<file path="config.mk">
export PLATFORM = sky130hd
export DESIGN_NAME = svs_ctrl
export DESIGN_NICKNAME = d
export VERILOG_FILES = /design/src/rtl/svs_pkg.sv /design/src/rtl/svs_ctrl.sv
export SDC_FILE = /design/constraint.sdc
export NUM_CORES = 1
export LEC_CHECK = 0
export BUFFER_PORTS_ARGS = -buffer_cell sky130_fd_sc_hd__buf_4
export CAP_MARGIN = 20
export CORE_MARGIN = 2
export CORE_UTILIZATION = 30
export CTS_BUF_LIST = sky130_fd_sc_hd__clkbuf_4 sky130_fd_sc_hd__clkbuf_8
export CTS_CLUSTER_DIAMETER = 120
export DETAILED_ROUTE_END_ITERATION = 8
export GPL_ROUTABILITY_DRIVEN = 0
export PLACE_DENSITY = 0.53
export SLEW_MARGIN = 5
export SYNTH_ARGS = -nofsm -noshare
export SYNTH_HDL_FRONTEND = slang
export SYNTH_SLANG_ARGS = --single-unit
</file>
<file path="constraint.sdc">
create_clock -name clk_i -period 3.2 [get_ports clk_i]
set_input_delay 0.64 -clock clk_i [delete_from_list [all_inputs] [get_ports clk_i]]
set_output_delay 0.64 -clock clk_i [all_outputs]
set_load 0.01 [all_outputs]
</file>
<file path="src/rtl/svs_pkg.sv">
// ----------------------------------------------------------------------------
// svs_pkg
// Shared types, codes and constants of the sprite vertex setup unit.
// ----------------------------------------------------------------------------
package svs_pkg;

  localparam int MAX_VERTICES_DEF = 65536;
  localparam int SINE_DEPTH_DEF   = 256;

  // primitive codes
  localparam logic [1:0] PRIM_TRI    = 2'd0;
  localparam logic [1:0] PRIM_RECT   = 2'd1;
  localparam logic [1:0] PRIM_SPRITE = 2'd2;
  localparam logic [1:0] PRIM_NONE   = 2'd3;

  // configuration register indexes
  localparam int CFG_IDX_W = 2;
  localparam logic [CFG_IDX_W-1:0] CFG_VIEW_LEFT   = 2'd0;
  localparam logic [CFG_IDX_W-1:0] CFG_VIEW_RIGHT  = 2'd1;
  localparam logic [CFG_IDX_W-1:0] CFG_VIEW_TOP    = 2'd2;
  localparam logic [CFG_IDX_W-1:0] CFG_VIEW_BOTTOM = 2'd3;

  localparam logic signed [31:0] VIEW_LEFT_RST   = 32'sd0;
  localparam logic signed [31:0] VIEW_RIGHT_RST  = 32'sd65536;
  localparam logic signed [31:0] VIEW_TOP_RST    = 32'sd0;
  localparam logic signed [31:0] VIEW_BOTTOM_RST = 32'sd65536;

  // fixed point constants, signed Q3.14 (TEX_HALF unsigned Q0.16)
  localparam logic signed [17:0] Q14_ONE  = 18'sd16384;
  localparam logic signed [17:0] Q14_HALF = 18'sd8192;
  localparam logic [15:0]        TEX_HALF = 16'h8000;

  localparam logic [2:0] TRI_LAST  = 3'd2;
  localparam logic [2:0] QUAD_LAST = 3'd5;

  // divider quotient bits, enough to decide saturation
  localparam int QUO_W     = 18;
  localparam int DIV_STEPS = QUO_W;

  // settle times of the free running datapath, in wait cycles
  localparam int CNT_W     = 5;
  localparam logic [CNT_W-1:0] LAT_FIRST = 5'd10;
  localparam logic [CNT_W-1:0] LAT_NEXT  = 5'd5;
  localparam logic [CNT_W-1:0] DIV_LAST  = 5'(DIV_STEPS - 1);

  typedef struct packed {
    logic [1:0]  primitive_req;
    logic [1:0]  flip;
    logic [63:0] position;
    logic [31:0] scale;
    logic [31:0] extent;
    logic [31:0] pivot;
    logic [31:0] tex_u;
    logic [31:0] tex_v;
    logic [31:0] color;
    logic [15:0] rotation;
    logic        frame_start;
  } svs_in_t;

  typedef struct packed {
    logic [15:0]        vertex_index;
    logic signed [15:0] clip_x;
    logic signed [15:0] clip_y;
    logic [31:0]        tex_coord;
    logic [31:0]        vertex_color;
    logic               last;
  } svs_out_t;

  typedef struct packed {
    logic latch;
    logic div_load;
    logic div_step;
    logic out_load;
    logic next_vertex;
  } svs_cmd_t;

  typedef struct packed {
    logic in_nop;
    logic last_vertex;
  } svs_sts_t;

  // quad corner of vertex k: x bit
  function automatic logic corner_x(input logic [2:0] k);
    logic r;
    unique case (k)
      3'd1, 3'd2, 3'd4: r = 1'b1;
      default:          r = 1'b0;
    endcase
    return r;
  endfunction

  // quad corner of vertex k: y bit
  function automatic logic corner_y(input logic [2:0] k);
    logic r;
    unique case (k)
      3'd2, 3'd4, 3'd5: r = 1'b1;
      default:          r = 1'b0;
    endcase
    return r;
  endfunction

  function automatic logic signed [17:0] tri_x(input logic [2:0] k);
    logic signed [17:0] r;
    unique case (k)
      3'd0:    r = -Q14_HALF;
      3'd1:    r = Q14_HALF;
      default: r = 18'sd0;
    endcase
    return r;
  endfunction

  function automatic logic signed [17:0] tri_y(input logic [2:0] k);
    logic signed [17:0] r;
    unique case (k)
      3'd0, 3'd1: r = Q14_HALF;
      default:    r = -Q14_HALF;
    endcase
    return r;
  endfunction

endpackage

</file>
<file path="src/rtl/svs_ctrl.sv">
// ----------------------------------------------------------------------------
// svs_ctrl
// Sequencer: settle wait, divide steps and vertex output handshake.
// ----------------------------------------------------------------------------
module svs_ctrl (
  input  logic              clk_i,
  input  logic              rst_ni,
  input  logic              in_valid_i,
  output logic              in_stall_o,
  input  logic              out_stall_i,
  output logic              out_valid_o,
  input  svs_pkg::svs_sts_t sts_i,
  output svs_pkg::svs_cmd_t cmd_o
);

  localparam logic [1:0] ST_IDLE = 2'd0;
  localparam logic [1:0] ST_WAIT = 2'd1;
  localparam logic [1:0] ST_DIV  = 2'd2;
  localparam logic [1:0] ST_OUT  = 2'd3;

  logic [1:0]                  state_q, state_d;
  logic [svs_pkg::CNT_W-1:0]   cnt_q, cnt_d;
  logic                        out_valid_q, out_valid_d;
  logic                        out_free;

  assign out_free = !out_valid_q || !out_stall_i;

  always_comb begin
    state_d     = state_q;
    cnt_d       = cnt_q;
    out_valid_d = out_valid_q && out_stall_i;
    cmd_o       = '0;
    unique case (state_q)
      ST_IDLE: begin
        if (in_valid_i) begin
          cmd_o.latch = 1'b1;
          if (!sts_i.in_nop) begin
            state_d = ST_WAIT;
            cnt_d   = svs_pkg::LAT_FIRST;
          end
        end
      end
      ST_WAIT: begin
        if (cnt_q == '0) begin
          cmd_o.div_load = 1'b1;
          state_d        = ST_DIV;
          cnt_d          = svs_pkg::DIV_LAST;
        end else begin
          cnt_d = cnt_q - 1'b1;
        end
      end
      ST_DIV: begin
        cmd_o.div_step = 1'b1;
        if (cnt_q == '0) begin
          state_d = ST_OUT;
        end else begin
          cnt_d = cnt_q - 1'b1;
        end
      end
      ST_OUT: begin
        if (out_free) begin
          cmd_o.out_load = 1'b1;
          out_valid_d    = 1'b1;
          if (sts_i.last_vertex) begin
            state_d = ST_IDLE;
          end else begin
            cmd_o.next_vertex = 1'b1;
            state_d           = ST_WAIT;
            cnt_d             = svs_pkg::LAT_NEXT;
          end
        end
      end
      default: state_d = ST_IDLE;
    endcase
  end

  always_ff @(posedge clk_i or negedge rst_ni) begin
    if (!rst_ni) begin
      state_q     <= ST_IDLE;
      cnt_q       <= '0;
      out_valid_q <= 1'b0;
    end else begin
      state_q     <= state_d;
      cnt_q       <= cnt_d;
      out_valid_q <= out_valid_d;
    end
  end

  assign in_stall_o  = state_q != ST_IDLE;
  assign out_valid_o = out_valid_q;

endmodule

</file>
Word level (Yosys, flattened, before mapping)
Cells that the tools add are included.

storage, ports and cells
  output and inout bits = 7
  flip-flop bits (word level) = 8
  logic and storage cells = 47
  input port bits = 6

operators by class
  equal/unequal tests = 10
  reductions and logical operators = 9
  multiplexer cells = 24
  add/sub/neg operators = 1

operators by type and width
  cell                                                  count
  2-to-1 mux 5 bit                                      6
  case mux 5 bit (4 select lines)                       1
  2-to-1 mux 2 bit                                      7
  inequality test 2 bit (second input constant)         7
  AND reduction 5 bit                                   2
  2-to-1 mux 1 bit                                      9
  case mux 2 bit (4 select lines)                       1
  logical NOT 5 bit                                     1
  subtractor 5 x 1 -> 5 bit (second input constant)     1
  equality test 2 bit (second input constant)           2
  equality test 2 x 1 -> 1 bit (second input constant)  1
  logical NOT 1 bit                                     2
  logical NOT 2 bit                                     1
  nonzero test 2 bit                                    1
  logical AND 1 bit                                     1
  logical OR 1 bit                                      1

Depth between registers and ports, before layout
Gate-level depths: netlist of the first run.

  depth after elaboration = 4
  gate-level depth with buffers = 6
  mapped depth without buffers = 6

Least setup slack after synthesis of the first run
No wires, ideal clock.

  kind = reg-to-reg
  from = register cnt_q[0] (netlist bit)
  to = register state_q[0]
  stages on the path, launching flop included = 7
  path slack = 1.290 ns
  arrival = 1.778 ns
  setup time = 0.132 ns
  period minus slack after synthesis = 1.910 ns
  buffers on the path = 0
  required time = 3.068 ns
  cell sequence = dfrtp_1 inv_1 ha_1 or4b_4 a221o_1 o31ai_1 o31ai_1

on the way
  cells in the longest elaborated chain, start to end = 3
  elaborated cells between the ends (all ways) = 4
  classes of those cells = eq/ne: 2; reduce/logical: 2

ends and longest elaborated chain
  element                          RTL line                        source
  start: declaration               svs_ctrl.sv:22                  logic [svs_pkg::CNT_W-1:0] cnt_q, cnt_d;
  start signal: assignment         svs_ctrl.sv:84                  cnt_q <= cnt_d;
  logical NOT 5 bit *              svs_ctrl.sv:44, svs_ctrl.sv:54
  inequality test 2 bit (no line)  --
  AND reduction 5 bit (no line) *  --
  end signal: assignment           svs_ctrl.sv:83                  state_q <= state_d;
  end: declaration                 svs_ctrl.sv:21                  logic [1:0] state_q, state_d;

Every way passes the cells marked *; elsewhere a longest branch is shown, timed or not.
A chain may end at the register's enable or synchronous reset.

==> results of run 1 <==
==> synth_stat cells (2+ instances only) <==
| cell | count |
|---|---|
| dfrtp_1 | 8 |
| inv_1 | 8 |
| ha_1 | 6 |
| and2_1 | 3 |
| nor2_1 | 3 |
| o31ai_1 | 3 |
| a21oi_1 | 2 |
| a221o_1 | 2 |
| nand2_1 | 2 |
| nand2b_1 | 2 |
| nor2b_1 | 2 |
| nor4b_1 | 2 |
==> through the flow <==
step,hold WS [ns],std cells,area (µm²)
after CTS,0.197,100,721
after global routing,0.193,100,721
final,0.201,100,721
after detailed placement,0.464,97,698
after global placement,0.462,97,698
after floorplan,0.344,61,582
==> layout by cell type (no fill, tap or decap), types with 2 or more instances in the layout <==
| master | n |
|---|---|
| a21oi_1 | 2 |
| a221o_1 | 2 |
| and2_1 | 3 |
| buf_4 | 12 |
| clkbuf_4 | 3 |
| dfrtp_1 | 8 |
| ha_1 | 6 |
| inv_1 | 8 |
| nand2_1 | 2 |
| nand2b_1 | 2 |
| nor2_1 | 3 |
| nor2b_1 | 2 |
| nor4b_1 | 2 |
| o31ai_1 | 3 |
==> layout make-up <==
cell class | count | area share, %
Timing Repair Buffer | 12 | 12.5
Sequential cell | 8 | 27.8
Multi-Input combinational cell | 44 | 48.1
Inverter | 8 | 4.17
Clock buffer | 3 | 3.13
Tap cell | 25 | 4.34
==> critical path: cells and delay by family (launching register included) <==
family | cells | cell delay, ns
adder cells (fa/ha/maj) | 1 | 0.23
buffers and inverters | 2 | 0.23
flip-flops | 1 | 0.37
AND/OR/NAND/NOR | 2 | 0.63
==> worst paths after layout <==
check | depth (start not counted) | to | from
worst max register to register | 6 | state_q[0] | cnt_q[0]
worst max-delay path | 5 | cmd_o[3] | cnt_q[0]
worst min-delay path | 1 | out_valid_o | rst_ni
max in group asynchronous | 1 | cnt_q[0] | rst_ni
worst min register to register | 1 | cnt_q[0] | cnt_q[0]
min in group clk_i | 1 | cnt_q[0] | cnt_q[0]
==> logic make-up (layout without fill, tap and decap cells) <==
logic type	count (synthesis)	after routing	share of synthesized area, %
AO/OA/AOI/OAI	16	16	20.6
adder cells (fa/ha/maj)	6	6	12.9
buffers and inverters	9	23	6.02
flip-flops	8	8	34.4
multiplexers	3	3	5.59
AND/OR/NAND/NOR	19	19	20.4
==> flip-flops by register name, indices dropped and copies added, names as in the netlist <==
name	count
out_valid_o	1
state_q	2
cnt_q	5
==> power breakdown <==
group	internal [mW]	total [mW]	switching (mW)
registers	0.152	0.194	0.0416
logic	0.242	0.505	0.263
clock network	0.0426	0.0715	0.0290
total	0.437	0.771	0.334
==> routing by layer <==
metal	vias up	wire length [µm]	track usage (%)
li1	248	-	-
met1	215	557	15.6
met2	16	543	18.7
met3	0	63	1.13
met4	0	0	6.49
met5	-	0	0
==> out/results.txt, run 1 <==
Status - finished clean
Critical path class - register to output port
Post-synth EDFFs - 0
# setup viols final - 0
Routed WL - 1160 µm
Critical Path AT - 1.70 ns
Critical Path Start Type - register
Post-CTS Setup Inserts - 0
Ys flop type - dfrtp_1
RSZ-0062 raised after global routing - no
Final worst-path cycle share - 73.0%
Sequential area share after synthesis - 34.4%
Critical path required time - 2.56 ns
Fraction of layout cells with a size suffix above 1 - 25.3%
Pwr/cell area - 1070 nW/µm²
Clock slew seen by the registers of the worst setup and hold paths - 0.05 ns
Sink Count - 8
Final worst path period need - 2.34 ns
Synthesis Warnings - 0
Total track usage - 11.8%
Setup TNS Final - 0 ns
Reg2Reg Setup Slack - 1.15 ns
Io pins - 13
Max Cap Viol - 0
CTS tree - done
Slew Viols, Final - 0
Seq. cell area - 200 µm²
Latest clock arrival within the worst-skew pair - 0.24 ns
Initial antenna violation count - 0
Largest net degree at the start of global routing - 10
Lkg Pwr - 0.360 nW
Yosys top cell area share - 34.4%
CP Max Fanout - 5
Worst Skew - 0.00404 ns
Synth unique cells - 30
Num rows - 15
Post-synth ARST share - 100%
CTS H-tree depth - 1
Die area - 2310 µm²
Post-synthesis cell count - 61
Starting density of the core - 32.6%
Drt initial violations - 9
Placement Setup Slack - 1.12 ns
I/O Buffers - 12
Post-CTS Resized - 0
Hold Fails Final Rpt - 0
Hold Path Class - input pin to async pin
Vias in the first global route - 447
Slowest CP cell - nor4b_1
Area delta synth->final - 23.9%
Crit path capture type - output port
Maximum clock frequency - 428 MHz
Avg Vias per Cell - 4.79
Post-Syn Nets - 73
Area leader, netlist - dfrtp_1
Router iterations before antenna repair - 4
Layout fillers - 189
GRT overflow - 0
DP Wirelength - 950 µm
Final ANT Viol Nets - 0
Clock Tree Buf Depth - 2
Multi-input logic area - 347 µm²
Tightest Pin Transition - 0.467 ns
Synth top area cells - dfrtp_1 (34%), ha_1 (13%), inv_1 (5.2%)
Root Buffer - clkbuf_4
Setup ws final - 0.863 ns
Wire length per cell - 11.6 µm
Num CTS Buffers - 3
Die H - 48.0 µm
Yosys reg bits - 8
Final core utilization - 40.4%
Peak VDD IR - 0.410 mV
Ant. Diodes - 0
Synthesized area per cell - 9.54 µm²
Power Total - 771 µW
Die X - 48.0 µm
Global-route wire length before repair - 1870 µm
Worst path cell trace - inv_1, ha_1, nor4b_1, and2_1, buf_4
Final Net Count - 89
Max-slew headroom - 68.4%
Worst path max stage delay - 0.42 ns
Drc violations - 0
Core region area - 1780 µm²
Vias - 479
Netlist Area Pre-Place - 582 µm²
Post-CTS Hold Buffers - 0
Power figures use the tool's default switching activity.
==> run 2: changes to the inputs <==
--- a/config.mk
+++ b/config.mk
@@ -13,7 +13,7 @@
 export CTS_CLUSTER_DIAMETER = 120
 export DETAILED_ROUTE_END_ITERATION = 8
 export GPL_ROUTABILITY_DRIVEN = 0
-export PLACE_DENSITY = 0.53
+export PLACE_DENSITY = 0.55
 export SLEW_MARGIN = 5
 export SYNTH_ARGS = -nofsm -noshare
 export SYNTH_HDL_FRONTEND = slang
==> constraint.sdc (replaced) <==
create_clock -name clk_i -period 1.9 [get_ports clk_i]
set_input_delay 0.38 -clock clk_i [delete_from_list [all_inputs] [get_ports clk_i]]
set_output_delay 0.38 -clock clk_i [all_outputs]
set_load 0.01 [all_outputs]
==> run 2 against run 1 <==
Sequential power rose by 78%; final cell count rose by 12%; core utilization rose by 7.8 points; power rose by 110%; register-to-register slack got worse by 1.1 ns; highest routed layer is now met4.
==> out/results.txt, run 2 (synthesis gave the netlist of run 1 again) <==
Clock Tree Buf Depth - 2
Vias in the first global route - 549
Slowest CP cell - or4b_4
Final Net Count - 101
Met1 Resource Use GR - 21.3%
Peak VDD IR - 0.810 mV
Int Pwr - 944 µW
Max Cap Viol - 0
Final core utilization - 48.2%
Worst Skew - 0.0110 ns
Drt initial violations - 19
Drc violations - 0
Commonest non-fill, non-tap cell in the layout - buf_4
Latest clock arrival within the worst-skew pair - 0.26 ns
Ant. Diodes - 0
Final worst path period need - 1.89 ns
Clock slew seen by the registers of the worst setup and hold paths - 0.06 ns
Crit path capture type - register
Router iterations before antenna repair - 4
Total track usage - 15.8%
Pwr/cell area - 1870 nW/µm²
Max-slew headroom - 76.2%
Root Buffer - clkbuf_4
Die H - 48.0 µm
Power share of the clock group - 8.6%
DP Wirelength - 1000 µm
Avg Vias per Cell - 4.82
Critical Path AT - 2.04 ns
Tightest Pin Transition - 0.357 ns
Io pins - 13
Die X - 48.0 µm
Lkg Pwr - 0.425 nW
Area delta synth->final - 47.7%
CP Max Fanout - 3
Slew Viols, Final - 0
Worst path max stage delay - 0.46 ns
CTS tree - done
Worst path cell trace - inv_2, ha_4, or4b_4, a221o_1, mux2_1
Sequential power share - 21.5%
Global-route wire length before repair - 2470 µm
Status - finished clean
Commonest cells after routing, fill and taps aside - buf_4 (21), dfrtp_1 (7), inv_1 (6)
Psw - 661 µW
Maximum clock frequency - 529 MHz
Critical path required time - 2.04 ns
Largest net degree at the start of global routing - 10
Gate power share - 69.9%
Largest Register - cnt_q
Sink Count - 8
Starting density of the core - 32.6%
Power Total - 1.60 mW
Die area - 2310 µm²
Hold Path Class - input pin to register
Routed WL - 1360 µm
M3 GR Usage - 2.26%
# setup viols final - 0
Worst R2R Start - cnt_q[0]
Hold path start - out_stall_i
Final worst-path cycle share - 99.6%
Initial antenna violation count - 0
GRT busiest layer - met2
RSZ-0062 raised after global routing - yes
GRT overflow - 0
Largest register FFs - 5
Num CTS Buffers - 3
Fraction of layout cells with a size suffix above 1 - 42.5%
Vias - 540
Crit. Startpoint - cnt_q[0]
CTS H-tree depth - 1
Net Sw Frac - 41.2%
Final ANT Viol Nets - 0
Hold Fails Final Rpt - 0
Num rows - 15
Critical Path Start Type - register
GR Layer Usage met2 - 23.7%
Wire length per cell - 12.2 µm
Critical path class - register to register
Core region area - 1780 µm²
I/O Buffers - 12
## run 2: layout make-up
class | count | area (µm²)
well taps | 25 | 31.3
fillers | 161 | 923
flip-flops and latches | 8 | 201
multi-input cells | 44 | 384
inverters | 8 | 30.0
clock buffers | 3 | 22.5
repair buffers | 24 | 190
## run 2: power by group through the flow
stage	registers [mW]	logic (mW)	clock network, mW
after floorplan	0.317	0.629	0
after global placement	0.330	0.989	0
after detailed placement	0.332	0.987	0
after CTS	0.340	1.03	0.140
after global routing	0.360	1.24	0.152
final	0.345	1.12	0.137
## run 2: per-layer routing
metal	up-vias	routed length, µm
met5	-	0
met4	0	31
met3	4	38
met2	16	591
met1	246	701
li1	274	-
## run 2: final timing paths
path / end / slack, ns / cells past startpoint
min reg2reg: cnt_q[0] / 0.53 / 1
max reg2reg: state_q[1] / 0.008 / 5
max in group asynchronous: cnt_q[1] / 1.28 / 2
min: out_valid_o / 0.35 / 3
max: state_q[1] / 0.008 / 5
min in group asynchronous: state_q[0] / 0.48 / 2
## run 2: metrics by stage
| step | worst slack [ns] | instance area, µm² | std cells | hold slack (ns) | setup TNS [ns] |
|---|---|---|---|---|---|
| after global placement | 0.0327 | 768 | 106 | 0.210 | 0 |
| after global routing | -0.0484 | 860 | 112 | 0.374 | -0.137 |
| final | 0.00842 | 860 | 112 | 0.352 | 0 |
| after floorplan | -0.000985 | 584 | 61 | 0.0844 | -0.000985 |
| after detailed placement | 0.00973 | 768 | 106 | 0.210 | 0 |
| after CTS | 0.00748 | 823 | 111 | 0.346 | 0 |
## run 2: worst max-delay path, delay by kind of cell, from the launching register on
family	cells	cell delay (ns)
mux	1	0.32
flops	1	0.38
compound gates	1	0.41
fa+ha+maj	1	0.12
simple gates	1	0.46
buf+inv	1	0.07
## run 2: repair_timing
action	in CTS	in global routing
endpoints found under the hold margin	8	0
hold buffers	1	0
pin swaps	1	4
gates resized for setup	3	8
endpoints found under the setup margin	2	5
buffers inserted	1	1
==> run 3: changes to the inputs <==
--- a/config.mk
+++ b/config.mk
@@ -5,15 +5,18 @@
 export SDC_FILE = /design/constraint.sdc
 export NUM_CORES = 1
 export LEC_CHECK = 0
+export ABC_AREA = 1
 export BUFFER_PORTS_ARGS = -buffer_cell sky130_fd_sc_hd__buf_4
 export CAP_MARGIN = 20
 export CORE_MARGIN = 2
 export CORE_UTILIZATION = 30
 export CTS_BUF_LIST = sky130_fd_sc_hd__clkbuf_4 sky130_fd_sc_hd__clkbuf_8
 export CTS_CLUSTER_DIAMETER = 120
+export CTS_CLUSTER_SIZE = 24
 export DETAILED_ROUTE_END_ITERATION = 8
 export GPL_ROUTABILITY_DRIVEN = 0
-export PLACE_DENSITY = 0.55
+export PLACE_DENSITY = 0.54
+export SETUP_SLACK_MARGIN = 0.15
 export SLEW_MARGIN = 5
 export SYNTH_ARGS = -nofsm -noshare
 export SYNTH_HDL_FRONTEND = slang
==> run 3 against run 2 <==
Sequential cell count unchanged; critical path depth unchanged; clock-buffer cell count is the same; largest cell class unchanged; die area is 14% higher; largest power group unchanged; final cell count up 29%; critical path type is now register to output port.
==> out/results.txt, run 3 <==
Status - finished clean
Synth top area cells - dfrtp_1 (30%), nand2_1 (15%), ha_1 (11%)
Die X - 51.2 µm
Global-route wire length before repair - 2410 µm
Core region area - 2150 µm²
Sequential area share after synthesis - 30.0%
Fraction of layout cells with a size suffix above 1 - 30.2%
Most frequent cell after synthesis - nand2_1
Clock Tree Buf Depth - 2
Max Cap Viol - 0
Ant. Diodes - 0
Initial antenna violation count - 0
DP Wirelength - 1160 µm
Final worst path period need - 1.71 ns
Critical Path AT - 1.33 ns
Maximum clock frequency - 585 MHz
Tightest Pin Transition - 0.206 ns
I/O Buffers - 12
Routed WL - 1410 µm
# setup viols final - 0
Largest register FFs - 5
Hold WS - 0.352 ns
Synthesis Warnings - 0
Critical path required time - 1.52 ns
Ys flop type - dfrtp_1
Area leader, netlist - dfrtp_1
Sink Count - 8
Vias - 641
Setup TNS Final - 0 ns
Area delta synth->final - 32.2%
Commonest non-fill, non-tap cell in the layout - nand2_1
Critical Path Start Type - register
Num rows - 17
Clock slew seen by the registers of the worst setup and hold paths - 0.05 ns
CTS H-tree depth - 1
Synth unique cells - 19
Final worst-path cycle share - 90.0%
Peak VDD IR - 0.745 mV
Commonest cells after routing, fill and taps aside - nand2_1 (26), inv_1 (18), buf_4 (15)
Post-synth EDFFs - 0
Wire length per cell - 9.79 µm
Starting density of the core - 31.1%
Latest clock arrival within the worst-skew pair - 0.25 ns
RSZ-0062 raised after global routing - yes
Layout fillers - 226
Top cells by count, synth - nand2_1 (26), inv_1 (19), nand3_1 (9), nor2_1 (9), dfrtp_1 (8)
Multi-input logic area - 422 µm²
Worst Skew - 0.00587 ns
Largest net degree at the start of global routing - 9
Crit path capture type - output port
Max-slew headroom - 86.3%
Pwr/cell area - 1740 nW/µm²
Hold Fails Final Rpt - 0
Netlist Area Pre-Place - 668 µm²
Seq. cell area - 203 µm²
Yosys reg bits - 8
Slew Viols, Final - 0
Post-synthesis cell count - 97
CTS tree - done
Total track usage - 12.8%
Die area - 2620 µm²
Hold Path Class - input pin to register
Final Net Count - 130
CP Max Fanout - 6
Post-synth ARST share - 100%
Largest Register - cnt_q
Vias in the first global route - 574
Io pins - 13
Drc violations - 0
Post-Syn Nets - 109
Root Buffer - clkbuf_4
Final ANT Viol Nets - 0
Router iterations before antenna repair - 4
Lkg Pwr - 0.482 nW
Synthesized area per cell - 6.89 µm²
Critical path class - register to output port
Num CTS Buffers - 3
Die H - 51.2 µm
GRT overflow - 0
Avg Vias per Cell - 4.45
Drt initial violations - 5
Yosys top cell area share - 30.0%
[run 3: kinds of logic after synthesis]
logic type | synth area share, %
adder cells (fa/ha/maj) | 11.2
flip-flops | 30.0
buffers and inverters | 11.8
AO/OA/AOI/OAI | 7.68
AND/OR/NAND/NOR | 39.3
[run 3: layout make-up]
class                   instances  area share, %
flip-flops and latches          8           22.9
well taps                      28           3.97
multi-input cells              68           47.7
inverters                      21           8.92
repair buffers                 16           13.9
clock buffers                   3           2.55
[run 3: critical path, stage by stage (launching register included)]
cell     delay (ns)
dfrtp_1        0.37
inv_1          0.15
ha_4           0.20
nand3_4        0.11
nor2_1         0.12
buf_4          0.13
[run 3: worst paths after layout]
kind | from | end | slack [ns] | cells after the start
min in group asynchronous | rst_ni | state_q[1] | 0.48 | 2
max in group asynchronous | rst_ni | state_q[0] | 1.29 | 2
worst max-delay path | cnt_q[0] | cmd_o[3] | 0.19 | 5
worst min-delay path | out_stall_i | out_valid_o | 0.35 | 3
worst max register to register | state_q[0] | cnt_q[4] | 0.37 | 9
worst min register to register | cnt_q[0] | cnt_q[0] | 0.49 | 2
[run 3: through the flow]
stage	utilization [%]	total power, mW	setup WS (ns)	area (µm²)	instances
after floorplan	-	1.05	0.495	668	97
after global placement	36.9	1.31	0.369	793	137
after detailed placement	36.9	1.30	0.351	793	137
after CTS	39.0	1.46	0.136	838	142
after global routing	41.1	1.73	0.105	883	144
final	41.1	1.54	0.190	883	144
[run 3: repair_timing]
| item | CTS | global route |
|---|---|---|
| endpoints found under the setup margin | 2 | 2 |
| gates resized for setup | 2 | 8 |
| buffers inserted | 1 | 2 |
| hold endpoints to repair | 8 | 0 |
| hold buffers | 1 | 0 |
[run 3: per-layer routing]
layer,part of all wire [%],up-vias,track usage (%)
met1,49,284,15.8
met5,0,-,0
met4,2.3,0,9.46
met3,3.4,4,3.80
met2,45,11,18.6
li1,-,342,-
[run 3: power breakdown]
| part | internal [mW] | switching (mW) |
|---|---|---|
| registers | 0.258 | 0.0843 |
| clock network | 0.0719 | 0.0529 |
| logic | 0.450 | 0.622 |
| total | 0.779 | 0.759 |
